File: src/hw/rtl/tbbd_pkg.sv
// Package with the payload types and the constants of the Bernstein basis unit.
`default_nettype none
package tbbd_pkg;

  localparam int unsigned OneQ16 = 65536;

  typedef enum logic [0:0] {
    REG_DEGREE      = 1'b0,
    REG_DERIV_ORDER = 1'b1
  } cfg_reg_e;

  typedef struct packed {
    logic [16:0] xi_first;
    logic [16:0] xi_second;
  } in_item_t;

  typedef struct packed {
    logic        [3:0]  basis_index;
    logic        [16:0] basis_value;
    logic signed [31:0] deriv_first;
    logic signed [31:0] deriv_second;
    logic signed [31:0] deriv_second_second;
    logic signed [31:0] deriv_mixed;
    logic signed [31:0] deriv_first_first;
    logic               last;
  } out_item_t;

endpackage
`default_nettype wire

File: src/hw/rtl/tbbd_product.sv
// Registered product of two Q.28 terms, rounded and saturated to the output format.
`default_nettype none
module tbbd_product #(
  parameter bit IsValue = 1'b0
) (
  input  wire logic               clk_i,
  input  wire logic               en_i,
  input  wire logic signed [35:0] a_i,
  input  wire logic signed [35:0] b_i,
  input  wire logic               zero_i,
  output logic        [31:0]      res_o
);

  logic        [31:0] ma_q, mb_q;
  logic               neg_q, zero_q;
  logic        [63:0] prod_q;
  logic               neg2_q, zero2_q;

  always_ff @(posedge clk_i) begin
    if (en_i) begin
      ma_q    <= a_i[35] ? 32'(-a_i) : a_i[31:0];
      mb_q    <= b_i[35] ? 32'(-b_i) : b_i[31:0];
      neg_q   <= a_i[35] ^ b_i[35];
      zero_q  <= zero_i;
      prod_q  <= 64'(ma_q) * 64'(mb_q);
      neg2_q  <= neg_q;
      zero2_q <= zero_q;
    end
  end

  logic [32:0] m;
  always_comb begin
    logic [64:0] r;
    r = 65'(prod_q) + (65'd1 << 39);
    m = 33'(r[64:40]);
    if (zero2_q) begin
      res_o = '0;
    end else if (IsValue) begin
      res_o = neg2_q ? '0 : ((m > 33'(tbbd_pkg::OneQ16)) ? 32'(tbbd_pkg::OneQ16) : m[31:0]);
    end else if (neg2_q) begin
      res_o = (m > 33'h80000000) ? 32'h80000000 : 32'(-m);
    end else begin
      res_o = (m > 33'h7FFFFFFF) ? 32'h7FFFFFFF : m[31:0];
    end
  end

endmodule
`default_nettype wire

File: config.mk
export PLATFORM = sky130hd
export DESIGN_NAME = tbbd_product
export DESIGN_NICKNAME = d
export VERILOG_FILES = /design/src/hw/rtl/tbbd_pkg.sv /design/src/hw/rtl/tbbd_product.sv
export SDC_FILE = /design/constraint.sdc
export NUM_CORES = 2
export LEC_CHECK = 0
export ABC_AREA = 1
export BUFFER_PORTS_ARGS = -buffer_cell sky130_fd_sc_hd__buf_2
export CAP_MARGIN = 30
export CORE_MARGIN = 4
export CORE_UTILIZATION = 30
export CTS_CLUSTER_SIZE = 12
export DETAILED_ROUTE_END_ITERATION = 10
export PLACE_DENSITY_LB_ADDON = 0.12
export SYNTH_ARGS = -nofsm -noshare
export SYNTH_HDL_FRONTEND = slang
export SYNTH_SLANG_ARGS = --single-unit
export TNS_END_PERCENT = 100
File: constraint.sdc
create_clock -name clk_i -period 7.1 [get_ports clk_i]
set_input_delay 1.065 -clock clk_i [delete_from_list [all_inputs] [get_ports clk_i]]
set_output_delay 1.065 -clock clk_i [all_outputs]
set_load 0.05 [all_outputs]
==> impl_metrics.csv <==
group,metric,value,unit
run,timing.max_cap.violations,0,
timing,clock_skew,12.6,ps
clock_network,clkTransAtPathRegs,80,ps
timing,grt_setup_unrepaired,"true",
finish,final_common_cell,"inv_1",
finish,nNetsFinal,6686,
timing,hold_viol_final,0,
floorplan,start_util,30.3,%
synth,yosys_most_used_dff,"edfxtp_1",
placement,port-buffer-count,100,
synth,number_of_enable_type_register_cells_in_the_synthesized_netlist,93,
floorplan,rows,134,
clock_network,root_buffer,"clkbuf_16",
finish,layout-drive-gt1-share,10.5,%
outcome,outcome,"complete, no violations",
timing,maxClockFrequency,0.145,GHz
timing,worst_pin_slew,869,ps
clock_network,cts_buffers,9,
placement,dp.final_hpwl,104,mm
clock_network,cts-hold-fix-buffers,0,
route,route.detailed.vias_per_inst,4.38,
global_route,grt_overflow,0,
floorplan,core_area,134000,µm²
finish,final_cell_mix,"inv_1 (1672), nand2_1 (1400), fa_1 (861)",
route,ant_nets,0,
timing,timing.hold.ws,422,ps
setup_path,crit_type,"flip-flop to flip-flop",
setup_path,worst_setup_path_end_kind,"flip-flop",
route,post-route-drc-count,0,
floorplan,die_height,375,µm
finish,multiInputGateArea,31400,µm²
finish,antenna_cells_inserted,0,
setup_path,cell_mode_on_critical_path,"fa_1",
synth,syn_area,40500,µm²
synth,ys.warnings.count,0,
synth,count_of_state_elements_after_synthesis,93,
floorplan,num_io_pins,107,
synth,yosysSeqAreaShare,6.90,%
setup_path,critPathMaxFanout,7,
route,routed-via-count,31666,
clock_network,clock_tree.buffer_depth,2,
timing,final_period_minus_worst_setup_slack,6910,ps
clock_network,cts_num_sinks,93,
route,post_drt_wl_per_cell,17.0,µm
route,drt_wl_total,123,mm
worst_hold_path,hp-class,"flip-flop to flip-flop",
timing,fin_setup_tns,0,ps
global_route,grt_antenna_before_repair,0,
global_route,grt.total_usage,18.0,%
finish,seqCellArea,2790,µm²
synth,syn-mean-instance-area,7.64,µm²
clock_network,cts_htree_levels,3,
route,detailedRoute.firstPassIterationCount,5,
finish,n_fill_cell,14322,
synth,syn_inst,5302,
timing,final_max_slew_viol_count,0,
timing,timing.final.setup_violations,0,
placement,gpl.final_weighted_congestion,0.860,
setup_path,slowest_stage_delay_cp,630,ps
synth,synth_async_sr_flop_share,0,%
setup_path,critical_path_buf_inv_count,8,
setup_path,startpoint_type,"flip-flop",
clock_network,cts_tree,"yes",
setup_path,worstPathArrival,7050,ps
synth,synth.distinct_cells,45,
setup_path,worst-endpoint-required,7240,ps
finish,areaGrowthSynthToFinish,14.2,%
timing,worst_slew_margin_rel,42.0,%
global_route,grt_pass1_vias,34368,
timing,finalCritPeriodShare,97.3,%
route,initialDrtViolationCount,1584,
floorplan,dieArea,141000,µm²
setup_path,category_of_cells_accounting_for_the_largest_share_of_critical_path_delay,"adder cells",
global_route,grt_max_degree,69,
floorplan,chipWidth,375,µm
clock_network,clock_insertion_delay_worst_skew,410,ps
global_route,wire_length_of_the_first_global_routing_pass,198,mm
synth,synthesis.nets,6536,
setup_path,cp_slowest_cell,"fa_2",
==> path summary, 6_finish.rpt <==
path	slack [ps]	cells after the start	startpoint	to
min	420	0	neg_q	neg2_q
min reg2reg	420	0	neg_q	neg2_q
max reg2reg	190	27	mb_q[5]	prod_q[59]
max	190	27	mb_q[5]	prod_q[59]
==> final cells by class <==
| class | instances | area share, % |
|---|---|---|
| Sequential cell | 93 | 6.04 |
| Multi-Input combinational cell | 3323 | 67.8 |
| Tap cell | 1768 | 4.78 |
| Clock buffer | 9 | 0.487 |
| Inverter | 1681 | 13.6 |
| Clock inverter | 7 | 0.176 |
| Timing Repair Buffer | 344 | 7.08 |
==> flip-flops by register name, summed over array words and instances, names as in the netlist <==
signal,cells
prod_q,25
zero2_q,1
neg2_q,1
zero_q,1
mb_q,32
ma_q,32
neg_q,1
==> timing repair <==
action | CTS | global route
buffers inserted | 0 | 18
endpoints found under the hold margin | 0 | 0
setup endpoints to repair | 4 | 25
resized for setup | 3 | 217
gates cloned | 0 | 3
pin swaps | 0 | 34
==> worst reg2reg max path: stages, from the launching register on <==
cell	delay (ps)
edfxtp_1	390
buf_4	170
buf_12	140
clkbuf_16	170
nand2_1	60
inv_1	50
fa_1	550
fa_1	430
fa_1	490
inv_1	50
fa_1	480
inv_1	60
fa_1	550
fa_1	440
fa_2	630
fa_1	460
ha_4	340
nand2_2	80
nor2_2	110
inv_2	70
nor2_1	120
inv_1	80
nor3_1	180
nand2_1	120
nand2_2	130
nand2_1	100
nand3_1	90
nand2_1	90
==> cells in the mapped netlist, types with 15 or more instances <==
master | number | area share [%]
clkbuf_1 | 198 | 1.8
a21oi_1 | 103 | 1.3
nand2_1 | 1415 | 13
nand3_1 | 79 | 0.98
nand4_1 | 15 | 0.23
nor3_1 | 35 | 0.43
xor2_1 | 50 | 1.1
ha_1 | 264 | 8.2
edfxtp_1 | 93 | 6.9
xnor2_1 | 23 | 0.50
nor2_1 | 237 | 2.2
inv_1 | 1676 | 16
fa_1 | 895 | 44
o21ai_0 | 90 | 1.1
==> logic make-up (layout without fill, tap and decap cells) <==
logic type / Yosys count / after routing / share of synthesized area, %
buffers and inverters: 1886 / 2041 / 17.5
AND/OR/NAND/NOR: 1836 / 1836 / 18.1
adder cells (fa/ha/maj): 1159 / 1159 / 52.4
AO/OA/AOI/OAI: 255 / 255 / 3.50
flip-flops: 93 / 93 / 6.90
XOR/XNOR: 73 / 73 / 1.58
==> through the flow <==
| stage | instances | utilization [%] | setup WS [ps] | cell area [µm²] |
|---|---|---|---|---|
| floorplan | 5302 | - | 648 | 40500 |
| global placement | 7186 | 33.5 | -35.3 | 44900 |
| detailed placement | 7187 | 33.5 | 3.44 | 44900 |
| CTS | 7203 | 33.8 | 52.8 | 45200 |
| global route | 7225 | 34.6 | -93.6 | 46300 |
| finish | 7225 | 34.6 | 190 | 46300 |
==> layer usage <==
layer	global-route usage, %	part of all wire, %	vias to the layer above
met5	0	0	-
met4	4.10	2.1	0
met3	1.23	2.7	105
met2	31.2	49	419
met1	24.7	46	15969
li1	-	-	15173
Power is left out: the tool's default activity adds up to more than one toggle a clock period on the data nets, which glitch-free logic cannot reach.
